`config.mk`:
```
export PLATFORM = sky130hd
export DESIGN_NAME = polyline_simplify_rdp
export DESIGN_NICKNAME = d
export VERILOG_FILES = /design/src/hw/rtl/rdp_pkg.sv /design/src/hw/rtl/rdp_mul.sv /design/src/hw/rtl/polyline_simplify_rdp.sv
export SDC_FILE = /design/constraint.sdc
export NUM_CORES = 2
export LEC_CHECK = 0
export BUFFER_PORTS_ARGS = -buffer_cell sky130_fd_sc_hd__buf_2
export CORE_MARGIN = 2
export CORE_UTILIZATION = 35
export DETAILED_ROUTE_END_ITERATION = 16
export HOLD_SLACK_MARGIN = 0.02
export PLACE_DENSITY = 0.55
export SLEW_MARGIN = 20
export SYNTH_ARGS = -nofsm -noshare
export SYNTH_HDL_FRONTEND = slang
export SYNTH_SLANG_ARGS = --single-unit
```
`constraint.sdc`:
```
create_clock -name clk_i -period 10.75 [get_ports clk_i]
set_input_delay 0.5375 -clock clk_i [delete_from_list [all_inputs] [get_ports clk_i]]
set_output_delay 0.5375 -clock clk_i [all_outputs]
set_load 0.1 [all_outputs]
```
`src/hw/rtl/rdp_pkg.sv`:
```
// Shared constants and register codes for the polyline simplifier.
// No dependencies; imported by rdp_mul and polyline_simplify_rdp.
package rdp_pkg;

  localparam int MAX_POINTS_DEF = 64;
  localparam int COORD_BITS_DEF = 8;
  localparam int MUL_W_DEF      = 25;

  localparam int THR_W = 12;
  localparam int SPC_W = 4;
  localparam int Q8_SHIFT = 16;

  localparam logic [THR_W-1:0] THR_RESET = 12'd243;
  localparam logic [SPC_W-1:0] SPC_RESET = 4'd3;

  typedef enum logic [0:0] {
    CFG_THRESHOLD = 1'b0,
    CFG_SPACING   = 1'b1
  } cfg_reg_e;

endpackage

```
`src/hw/rtl/rdp_mul.sv`:
```
// Shared signed multiplier with a registered product.
// Depends on rdp_pkg for the default operand width.
module rdp_mul #(
  parameter int W = rdp_pkg::MUL_W_DEF
) (
  input  logic                  clk_i,
  input  logic                  en_i,
  input  logic signed [W-1:0]   a_i,
  input  logic signed [W-1:0]   b_i,
  output logic signed [2*W-1:0] p_o
);
  import rdp_pkg::*;

  logic signed [2*W-1:0] p_q;

  always_ff @(posedge clk_i) begin
    if (en_i) begin
      p_q <= a_i * b_i;
    end
  end

  assign p_o = p_q;

endmodule

```
`src/hw/rtl/polyline_simplify_rdp.sv`:
```
// Polyline simplifier top level: point store, segment stack, keep flags and sequencer.
// Depends on rdp_pkg and rdp_mul.
//
// Usage: points stream in on s_axis (x, y in tdata, tlast on the final point).
// Loading takes one cycle per point; tready stays high while loading.
// The request carrying tlast starts simplification and tready drops until the
// last result has been taken. Points beyond MAX_POINTS are dropped and flagged.
// Simplification walks segments popped from a stack through one shared multiplier:
// kept interior points are scanned, removed ones are skipped, then the distance
// test and a sweep follow. Results then leave on m_axis, one per stored point in
// order; a stall holds the result in the output register. tlast marks the final
// result of the contour. Configuration writes on cfg_* act on the next contour if
// made between contours; the user must ensure this, the block does not enforce
// it. Reset restores registers to threshold 243, spacing 3, empties the store and
// sets every keep flag; no clearing pass is needed.
module polyline_simplify_rdp #(
  parameter int MAX_POINTS = rdp_pkg::MAX_POINTS_DEF,
  parameter int COORD_BITS = rdp_pkg::COORD_BITS_DEF,
  localparam int IDXW = $clog2(MAX_POINTS),
  localparam int IN_W = ((2*COORD_BITS + 7) / 8) * 8,
  localparam int OUT_N = IDXW + 2*COORD_BITS + 2,
  localparam int OUT_W = ((OUT_N + 7) / 8) * 8
) (
  input  logic                          clk_i,
  input  logic                          rst_ni,
  // tdata: point_x, point_y
  input  logic [IN_W-1:0]               s_axis_tdata_i,
  input  logic                          s_axis_tvalid_i,
  input  logic                          s_axis_tlast_i,
  output logic                          s_axis_tready_o,
  // tdata: point_index, out_x, out_y, keep, overflow
  output logic [OUT_W-1:0]              m_axis_tdata_o,
  output logic                          m_axis_tvalid_o,
  output logic                          m_axis_tlast_o,
  input  logic                          m_axis_tready_i,
  input  logic                          cfg_we_i,
  input  rdp_pkg::cfg_reg_e             cfg_addr_i,
  input  logic [rdp_pkg::THR_W-1:0]     cfg_wdata_i
);
  import rdp_pkg::*;

  localparam int C   = COORD_BITS;
  localparam int DW  = $clog2(MAX_POINTS + 1);
  localparam int CW  = 2*C + 2;
  localparam int MW  = (2*C + 3 > 25) ? 2*C + 3 : 25;

  typedef enum logic [4:0] {
    ST_LOAD, ST_INIT, ST_POP, ST_SEG, ST_RD_E, ST_ENDS, ST_SCAN, ST_PT,
    ST_M1, ST_M2, ST_CMP, ST_DECIDE, ST_CH1, ST_CH2, ST_CH3, ST_CH4, ST_CH5,
    ST_PUSH2, ST_SWEEP, ST_OUT_RD, ST_OUT_LD, ST_OUT_HOLD
  } state_e;

  state_e state_q;

  // configuration
  logic [THR_W-1:0] thr_q;
  logic [SPC_W-1:0] spc_q;

  // point store
  logic [2*C-1:0]  store_mem [MAX_POINTS];
  logic [2*C-1:0]  store_rdata_q;
  logic [IDXW-1:0] store_raddr;
  logic            store_we;

  // segment stack
  logic [2*IDXW-1:0] stack_mem [MAX_POINTS];
  logic [2*IDXW-1:0] stack_rdata_q;
  logic [2*IDXW-1:0] stack_wdata;
  logic [IDXW-1:0]   stack_waddr;
  logic [IDXW-1:0]   stack_raddr;
  logic              stack_we;

  logic [MAX_POINTS-1:0] keep_q;
  logic [DW-1:0]         count_q;
  logic [DW-1:0]         depth_q;
  logic                  ovf_q;

  logic [IDXW-1:0] s_q, e_q, i_q, best_q, out_idx_q;
  logic [C-1:0]    xs_q, ys_q;
  logic signed [C:0] ex_q, ey_q, px_q, py_q;
  logic [CW-1:0]   cmax_q;
  logic signed [2*MW-1:0] prod1_q;
  logic [MW-1:0]   acc_q, chord_q;
  logic [2*MW-1:0] rhs_q;
  logic            line_q;
  logic [SPC_W-1:0] phase_q;

  logic [OUT_W-1:0] out_data_q;
  logic             out_valid_q, out_last_q;

  // shared multiplier
  logic                   mul_en;
  logic signed [MW-1:0]   mul_a, mul_b;
  logic signed [2*MW-1:0] mul_p;

  rdp_mul #(.W(MW)) u_mul (
    .clk_i (clk_i),
    .en_i  (mul_en),
    .a_i   (mul_a),
    .b_i   (mul_b),
    .p_o   (mul_p)
  );

  logic [IDXW-1:0] seg_s, seg_e;
  logic [C-1:0]    rd_x, rd_y;
  logic signed [2*MW-1:0] cross_d, cross_abs;
  logic [CW-1:0]   cross_c;
  logic [2*MW+Q8_SHIFT-1:0] lhs, rhs_ext;
  logic [SPC_W-1:0] spacing;
  logic            i_before_last;
  logic            in_acc, out_acc;

  assign seg_s = stack_rdata_q[2*IDXW-1:IDXW];
  assign seg_e = stack_rdata_q[IDXW-1:0];
  assign rd_x  = store_rdata_q[C-1:0];
  assign rd_y  = store_rdata_q[2*C-1:C];

  assign cross_d   = prod1_q - mul_p;
  assign cross_abs = cross_d[2*MW-1] ? -cross_d : cross_d;
  assign cross_c   = cross_abs[CW-1:0];
  assign lhs       = {mul_p, {Q8_SHIFT{1'b0}}};
  assign rhs_ext   = {{Q8_SHIFT{1'b0}}, rhs_q};
  assign spacing   = (spc_q == '0) ? SPC_W'(1) : spc_q;
  assign i_before_last = ({1'b0, i_q} + (IDXW+1)'(1)) < {1'b0, e_q};

  assign in_acc  = s_axis_tvalid_i && s_axis_tready_o;
  assign out_acc = m_axis_tvalid_o && m_axis_tready_i;

  assign s_axis_tready_o = (state_q == ST_LOAD);
  assign m_axis_tdata_o  = out_data_q;
  assign m_axis_tvalid_o = out_valid_q;
  assign m_axis_tlast_o  = out_last_q;

  // multiplier operand select
  always_comb begin
    mul_en = 1'b0;
    mul_a  = '0;
    mul_b  = '0;
    case (state_q)
      ST_M1: begin
        mul_en = 1'b1;
        mul_a  = MW'(ex_q);
        mul_b  = MW'(py_q);
      end
      ST_M2: begin
        mul_en = 1'b1;
        mul_a  = MW'(ey_q);
        mul_b  = MW'(px_q);
      end
      ST_DECIDE: begin
        mul_en = 1'b1;
        mul_a  = MW'(ex_q);
        mul_b  = MW'(ex_q);
      end
      ST_CH1: begin
        mul_en = 1'b1;
        mul_a  = MW'(ey_q);
        mul_b  = MW'(ey_q);
      end
      ST_CH2: begin
        mul_en = 1'b1;
        mul_a  = $signed({{(MW-THR_W){1'b0}}, thr_q});
        mul_b  = $signed({{(MW-THR_W){1'b0}}, thr_q});
      end
      ST_CH3: begin
        mul_en = 1'b1;
        mul_a  = mul_p[MW-1:0];
        mul_b  = $signed(chord_q);
      end
      ST_CH4: begin
        mul_en = 1'b1;
        mul_a  = $signed({{(MW-CW){1'b0}}, cmax_q});
        mul_b  = $signed({{(MW-CW){1'b0}}, cmax_q});
      end
      default: ;
    endcase
  end

  // memory addresses and write strobes
  always_comb begin
    store_raddr = i_q;
    case (state_q)
      ST_SEG:    store_raddr = seg_s;
      ST_RD_E:   store_raddr = e_q;
      ST_OUT_RD: store_raddr = out_idx_q;
      default:   store_raddr = i_q;
    endcase
    store_we    = in_acc && (count_q < DW'(MAX_POINTS));
    stack_raddr = IDXW'(depth_q - DW'(1));
    stack_we    = 1'b0;
    stack_waddr = IDXW'(depth_q);
    stack_wdata = {s_q, best_q};
    case (state_q)
      ST_INIT: begin
        stack_we    = (count_q >= DW'(3));
        stack_waddr = '0;
        stack_wdata = {{IDXW{1'b0}}, IDXW'(count_q - DW'(1))};
      end
      ST_CH5: begin
        stack_we    = (lhs >= rhs_ext) &&
                      (({1'b0, depth_q} + (DW+1)'(2)) <= (DW+1)'(MAX_POINTS));
        stack_waddr = IDXW'(depth_q);
        stack_wdata = {s_q, best_q};
      end
      ST_PUSH2: begin
        stack_we    = 1'b1;
        stack_waddr = IDXW'(depth_q + DW'(1));
        stack_wdata = {best_q, e_q};
      end
      default: ;
    endcase
  end

  always_ff @(posedge clk_i) begin
    if (store_we) begin
      store_mem[IDXW'(count_q)] <= s_axis_tdata_i[2*C-1:0];
    end
    store_rdata_q <= store_mem[store_raddr];
  end

  always_ff @(posedge clk_i) begin
    if (stack_we) begin
      stack_mem[stack_waddr] <= stack_wdata;
    end
    stack_rdata_q <= stack_mem[stack_raddr];
  end

  always_ff @(posedge clk_i or negedge rst_ni) begin
    if (!rst_ni) begin
      thr_q <= THR_RESET;
      spc_q <= SPC_RESET;
    end else if (cfg_we_i) begin
      case (cfg_addr_i)
        CFG_THRESHOLD: thr_q <= cfg_wdata_i;
        CFG_SPACING:   spc_q <= cfg_wdata_i[SPC_W-1:0];
        default: ;
      endcase
    end
  end

  // sequencer
  always_ff @(posedge clk_i or negedge rst_ni) begin
    if (!rst_ni) begin
      state_q     <= ST_LOAD;
      keep_q      <= '1;
      count_q     <= '0;
      depth_q     <= '0;
      ovf_q       <= 1'b0;
      out_valid_q <= 1'b0;
      out_last_q  <= 1'b0;
    end else begin
      case (state_q)
        ST_LOAD: begin
          if (in_acc) begin
            if (count_q < DW'(MAX_POINTS)) begin
              keep_q[IDXW'(count_q)] <= 1'b1;
              count_q <= count_q + DW'(1);
            end else begin
              ovf_q <= 1'b1;
            end
            if (s_axis_tlast_i) state_q <= ST_INIT;
          end
        end
        ST_INIT: begin
          out_idx_q <= '0;
          if (count_q >= DW'(3)) begin
            depth_q <= DW'(1);
            state_q <= ST_POP;
          end else begin
            state_q <= ST_OUT_RD;
          end
        end
        ST_POP: begin
          if (depth_q == '0) begin
            out_idx_q <= '0;
            state_q   <= ST_OUT_RD;
          end else begin
            depth_q <= depth_q - DW'(1);
            state_q <= ST_SEG;
          end
        end
        ST_SEG: begin
          s_q <= seg_s;
          e_q <= seg_e;
          state_q <= (seg_e <= seg_s) ? ST_POP : ST_RD_E;
        end
        ST_RD_E: begin
          xs_q <= rd_x;
          ys_q <= rd_y;
          state_q <= ST_ENDS;
        end
        ST_ENDS: begin
          ex_q   <= $signed({1'b0, rd_x}) - $signed({1'b0, xs_q});
          ey_q   <= $signed({1'b0, rd_y}) - $signed({1'b0, ys_q});
          i_q    <= s_q + IDXW'(1);
          cmax_q <= '0;
          best_q <= '0;
          state_q <= ST_SCAN;
        end
        ST_SCAN: begin
          if (i_q == e_q) begin
            state_q <= ST_DECIDE;
          end else if (keep_q[i_q]) begin
            state_q <= ST_PT;
          end else begin
            i_q <= i_q + IDXW'(1);
          end
        end
        ST_PT: begin
          px_q <= $signed({1'b0, rd_x}) - $signed({1'b0, xs_q});
          py_q <= $signed({1'b0, rd_y}) - $signed({1'b0, ys_q});
          state_q <= ST_M1;
        end
        ST_M1: state_q <= ST_M2;
        ST_M2: begin
          prod1_q <= mul_p;
          state_q <= ST_CMP;
        end
        ST_CMP: begin
          // first point of strictly greater distance wins
          if (cross_c > cmax_q) begin
            cmax_q <= cross_c;
            best_q <= i_q;
          end
          i_q <= i_q + IDXW'(1);
          state_q <= ST_SCAN;
        end
        ST_DECIDE: begin
          if (cmax_q == '0) begin
            line_q  <= 1'b1;
            i_q     <= s_q;
            phase_q <= '0;
            state_q <= ST_SWEEP;
          end else begin
            state_q <= ST_CH1;
          end
        end
        ST_CH1: begin
          acc_q   <= mul_p[MW-1:0];
          state_q <= ST_CH2;
        end
        ST_CH2: begin
          chord_q <= acc_q + mul_p[MW-1:0];
          state_q <= ST_CH3;
        end
        ST_CH3: state_q <= ST_CH4;
        ST_CH4: begin
          rhs_q   <= mul_p;
          state_q <= ST_CH5;
        end
        ST_CH5: begin
          if (stack_we) begin
            state_q <= ST_PUSH2;
          end else begin
            line_q  <= 1'b0;
            i_q     <= s_q;
            phase_q <= '0;
            state_q <= ST_SWEEP;
          end
        end
        ST_PUSH2: begin
          depth_q <= depth_q + DW'(2);
          state_q <= ST_POP;
        end
        ST_SWEEP: begin
          if (i_q == e_q) begin
            if (line_q) keep_q[i_q] <= 1'b1;
            state_q <= ST_POP;
          end else begin
            if (i_q != s_q) begin
              keep_q[i_q] <= line_q && (phase_q == '0) && i_before_last;
            end else if (line_q && i_before_last) begin
              keep_q[i_q] <= 1'b1;
            end
            phase_q <= (phase_q == spacing - SPC_W'(1)) ? '0 : phase_q + SPC_W'(1);
            i_q <= i_q + IDXW'(1);
          end
        end
        ST_OUT_RD: state_q <= ST_OUT_LD;
        ST_OUT_LD: begin
          out_data_q  <= OUT_W'({ovf_q, keep_q[out_idx_q], rd_y, rd_x, out_idx_q});
          out_last_q  <= (DW'(out_idx_q) + DW'(1)) == count_q;
          out_valid_q <= 1'b1;
          state_q     <= ST_OUT_HOLD;
        end
        ST_OUT_HOLD: begin
          if (out_acc) begin
            out_valid_q <= 1'b0;
            out_last_q  <= 1'b0;
            if (out_last_q) begin
              // contour done: return to reset state
              keep_q  <= '1;
              count_q <= '0;
              depth_q <= '0;
              ovf_q   <= 1'b0;
              state_q <= ST_LOAD;
            end else begin
              out_idx_q <= out_idx_q + IDXW'(1);
              state_q   <= ST_OUT_RD;
            end
          end
        end
        default: state_q <= ST_LOAD;
      endcase
    end
  end

`ifndef SYNTHESIS
  a_no_load_while_emit: assert property (@(posedge clk_i) disable iff (!rst_ni)
    s_axis_tready_o |-> !m_axis_tvalid_o)
    else $error("input ready while a result is pending");

  a_depth_bound: assert property (@(posedge clk_i) disable iff (!rst_ni)
    depth_q <= DW'(MAX_POINTS))
    else $error("segment stack overrun");

  a_last_index: assert property (@(posedge clk_i) disable iff (!rst_ni)
    (m_axis_tvalid_o && m_axis_tlast_o) |->
      ((DW'(out_idx_q) + DW'(1)) == count_q))
    else $error("last result not at final point");
`endif

endmodule
```
==> results.txt <==
----------------------------------------------------
[Run status]
  Status ... completed

[Place]
  Final estimated routing congestion in global placement ... a little under 1
  Count of input and output buffers ... 61
  Pre-CTS setup slack ... 0.484 ns
  Final HPWL DP ... 230,000 um
  Dpl cell area ... approximately 130,000 sq um

[Clocking]
  Clk root buf ... sky130_fd_sc_hd__clkbuf_16
  Inserted Clock Buffers ... 228
  Longest Clk Path Bufs ... 4
  Clock edge transition at the registers on the reported setup and hold paths ... 0.06 ns
  H-tree lvl count ... 4
  Clock tree from TritonCTS ... built
  Sink Count ... about 2,300
  Skew-Pair Late Insertion Delay ... 0.92 ns
  Number of setup buffers added after CTS ... 0

[Global routing]
  Antenna violations before repair ... 12
  Vias in the first global route ... between 70,000 and 80,000
  Met3 GRT Util ... 0.0284
  Global Route met1 Usage ... 0.274
  Maximum number of pins on one net before global-route repair ... 193
  Global-route track usage on met2 ... 0.326
  Remaining global-route overflow ... 0
  Overall track demand over capacity in global routing ... 0.201
  Wire length of the first global-routing pass ... roughly 510,000 um
  Most congested layer reported by global routing ... met2

[STA]
  Largest clock skew in the final design ... 0.0706 ns
  Worst-case setup margin in the final layout ... 0.418 ns
  Final period util ... 0.961
  Slew at the pin closest to its max-slew limit ... between 1 and 1.5 ns
  RSZ-0062 raised after global routing ... false
  Setup-violating endpoint count in the final report ... 0
  Slew Viols, Final ... 0
  Accumulated negative setup slack ... 0 ns
  Rel. slew slack ... 0.216
  Achievable frequency ... 0.0968 GHz
  Count of final hold-check violations ... 0
  Time the worst path needs with I/O delays and setup ... 10.33 ns

[Logic synthesis]
  Area share of the largest cell type after synthesis ... 0.539
  Number of distinct library cells after synthesis ... 74
  Cell Area, Synth ... 118,000 sq um
  Multiplexer fraction of the synthesized cell area ... 0.0569
  Synth async-reset ratio ... 0.0453
  Yosys warning total ... 0
  Combinational family with the most area after synthesis ... adder cells
  Post-Synth Adder-Cell Area ... 0.145
  Post-Synthesis Net Count ... 10,300
  Number of enable flip-flop cells after synthesis ... 2,121
  Cells taking the most area after synthesis ... sky130_fd_sc_hd__edfxtp_1 (54%), sky130_fd_sc_hd__fa_1 (11%), sky130_fd_sc_hd__mux4_2 (5.3%), sky130_fd_sc_hd__nand2_1 (4.1%), sky130_fd_sc_hd__ha_1 (3.3%)
  Post-Synthesis Cells ... 9,262
  Sequential cell area fraction in the yosys report ... 0.566
  Simple logic cell fraction of the synthesized area ... 0.110
  Flop and latch count out of synthesis ... 2,251
  Average footprint of a synthesized cell ... ~13 sq um
  Post-Synth XOR/XNOR Area ... 0.0121
  Post-synthesis cell type with the largest combined area ... sky130_fd_sc_hd__edfxtp_1
  Most instantiated flip-flop cell in the synthesis netlist ... sky130_fd_sc_hd__edfxtp_1
  Compound-gate portion of the synthesized area ... 0.0663

[Floorplan]
  X dimension of the die ... 585 um
  Starting utilization of the core area ... 0.352
  Number of placed I/O pins ... 62
  Die area ... 342,000 sq um
  Vertical extent of the die ... a little under 600 um
  Area inside the core boundary ... 336,000 sq um
  Placement Rows ... 213

[Power and ir drop]
  Peak supply drop ... 290 uV
  Proportion of total power due to net switching ... 0.458
  Clock share of power ... 0.175
  Seq pwr share ... 0.259
  Reported net switching power ... approximately 0.020 W
  Design Power ... 0.0444 W
  Comb pwr share ... 0.567
  LEAKAGE ... 49.2 nW
  Internal power of the cells ... 0.0240 W
  Pwr dens ... 334 nW/um^2

[Detailed routing]
  Remaining routing DRC violations ... 0
  Vias per inst ... 5.34
  Antenna Violating Nets Remaining ... 0
  Number of violations reported at the end of detailed-routing iteration 0 ... between 7,000 and 8,000
  Total number of vias ... about 75,000
  Routed wire length ... 347,000 um
  Number of iterations in the first detailed-routing pass ... 6
  Average routed wire per standard cell ... 24.6 um

[Layout]
  Layout filler cell count ... 31,700
  Post-route standard cell area excluding fillers ... about 130,000 sq um
  Fraction of final layout cells with drive strength greater than 1 ... 0.128
  Area added between synthesis and finish ... 12.3%
  Number of nets in the layout ... 10,400

[Critical path]
  Standard cell with the maximum stage delay on the critical path ... sky130_fd_sc_hd__nor2_1
  Largest delay share family, worst path ... adder cells
  CP peak stage delay ... 0.59 ns
  Sort of element at the start of the critical path ... flop
  CP arrival ... 10.94 ns
  Biggest fanout along the worst timing path ... 11
  Class of the most critical setup path ... reg -> reg
  Element type at the critical path end ... flop
  Buffers & Inverters on Critical Path ... 7
  Cell seen most often among critical-path stages ... sky130_fd_sc_hd__fa_1
  Req. time, crit path ... roughly 11 ns

[Hold path]
  Worst min path class ... in -> reg

[Job]
  Reported max-cap violation count ... 0

----------------------------------------------------
-- cell usage in the layout (no fill, tap or decap), drive strengths merged, types with 65 or more instances in the layout --
| cell | Yosys | final |
|---|---|---|
| and3 | 78 | 78 |
| o211ai | 131 | 131 |
| a311o | 65 | 65 |
| mux4 | 280 | 280 |
| clkbuf | 434 | 286 |
| fa | 662 | 662 |
| a21oi | 277 | 277 |
| a311oi | 67 | 67 |
| inv | 865 | 875 |
| ha | 310 | 310 |
| nor2 | 898 | 898 |
| buf | 86 | 399 |
| nand3 | 450 | 450 |
| a21o | 98 | 98 |
| nor3 | 80 | 80 |
| clkinv | 4 | 98 |
| edfxtp | 2121 | 2121 |
| o21ai | 172 | 172 |
| dfstp | 72 | 72 |
| nand2 | 1287 | 1287 |
| xnor2 | 111 | 111 |
-- tightest hold or removal path, stage by stage --
cell                      delay (ns)
sky130_fd_sc_hd__buf_2          0.17
sky130_fd_sc_hd__a41oi_1        0.13
sky130_fd_sc_hd__nor2_1         0.08
-- power by group through the flow --
stage / Combinational [W] / Clock, W / Sequential (W)
floorplan: 0.0159 / 0 / 0.0114
global placement: 0.0247 / 0 / 0.0116
detailed placement: 0.0248 / 0 / 0.0116
CTS: 0.0252 / 0.00794 / 0.0115
global route: 0.0274 / 0.00826 / 0.0115
finish: 0.0251 / 0.00776 / 0.0115
-- state kept, by name (all words and copies together), names as in the netlist, 25 cells and up --
signal / count
store_mem: 1024
prod1_q: 50
chord_q: 25
u_mul.p_o: 50
rhs_q: 50
stack_mem: 768
keep_q: 64
acc_q: 25
-- per-layer routing --
layer	vias to the layer above	part of all wire
met1	39000	0.43
met4	6	0.039
li1	33200	-
met3	555	0.062
met5	-	0.000086
met2	2595	0.47
-- final cells by class --
class	count	area [sq um]	share of cell area
antenna	8	20.0	0.000151
clock buffer	286	6040	0.0455
clock inverter	129	1130	0.00849
inverter	869	3260	0.0246
multi-input combinational	5622	46700	0.352
sequential	2251	66900	0.504
tap	4515	5650	0.0425
timing repair buffer	413	3120	0.0235
-- cell usage after synthesis, types with 67 or more instances --
| cell | instances |
|---|---|
| sky130_fd_sc_hd__nor3_1 | 80 |
| sky130_fd_sc_hd__a21oi_1 | 277 |
| sky130_fd_sc_hd__dfstp_2 | 72 |
| sky130_fd_sc_hd__nand3_1 | 450 |
| sky130_fd_sc_hd__a21o_1 | 98 |
| sky130_fd_sc_hd__ha_1 | 310 |
| sky130_fd_sc_hd__and3_1 | 78 |
| sky130_fd_sc_hd__nand2_1 | 1287 |
| sky130_fd_sc_hd__inv_1 | 865 |
| sky130_fd_sc_hd__mux4_2 | 280 |
| sky130_fd_sc_hd__o21ai_0 | 166 |
| sky130_fd_sc_hd__edfxtp_1 | 2121 |
| sky130_fd_sc_hd__nor2_1 | 897 |
| sky130_fd_sc_hd__clkbuf_1 | 434 |
| sky130_fd_sc_hd__fa_1 | 662 |
| sky130_fd_sc_hd__xnor2_1 | 111 |
| sky130_fd_sc_hd__o211ai_1 | 131 |
| sky130_fd_sc_hd__a311oi_1 | 67 |
-- kinds of logic after synthesis --
kind of cell             after synthesis
XOR/XNOR                             163
adder cells (fa/ha/maj)              972
multiplexers                         319
flip-flops                          2251
buffers and inverters               1389
AO/OA/AOI/OAI                       1128
AND/OR/NAND/NOR                     3040
-- final timing paths --
path                                 endpoint            start  depth (start not counted)  slack (ns)
max                             u_mul.p_o[49]       state_q[4]                         33        0.42
min                                     ovf_q  s_axis_tvalid_i                          3        0.08
max reg2reg                     u_mul.p_o[49]       state_q[4]                         33        0.42
min reg2reg                m_axis_tdata_o[23]            ovf_q                          0        0.47
max in group asynchronous          count_q[5]           rst_ni                          3        9.06
min in group asynchronous          depth_q[1]           rst_ni                          2        0.31
-- per-stage QoR --
step / std cells / hold WS (ns) / util
after floorplan: 9262 / 0.242 / -
after global placement: 13700 / 0.457 / 0.372
after detailed placement: 13700 / 0.448 / 0.373
after CTS: 14100 / 0.0323 / 0.394
after global routing: 14100 / 0.0827 / 0.395
final: 14100 / 0.0797 / 0.395
-- what timing repair did --
item / CTS / global route
endpoints found under the setup margin: 0 / 1
gates resized for setup: 0 / 2
hold endpoints to repair: 41 / 0
hold buffers: 14 / 0
Power figures use the tool's default switching activity.
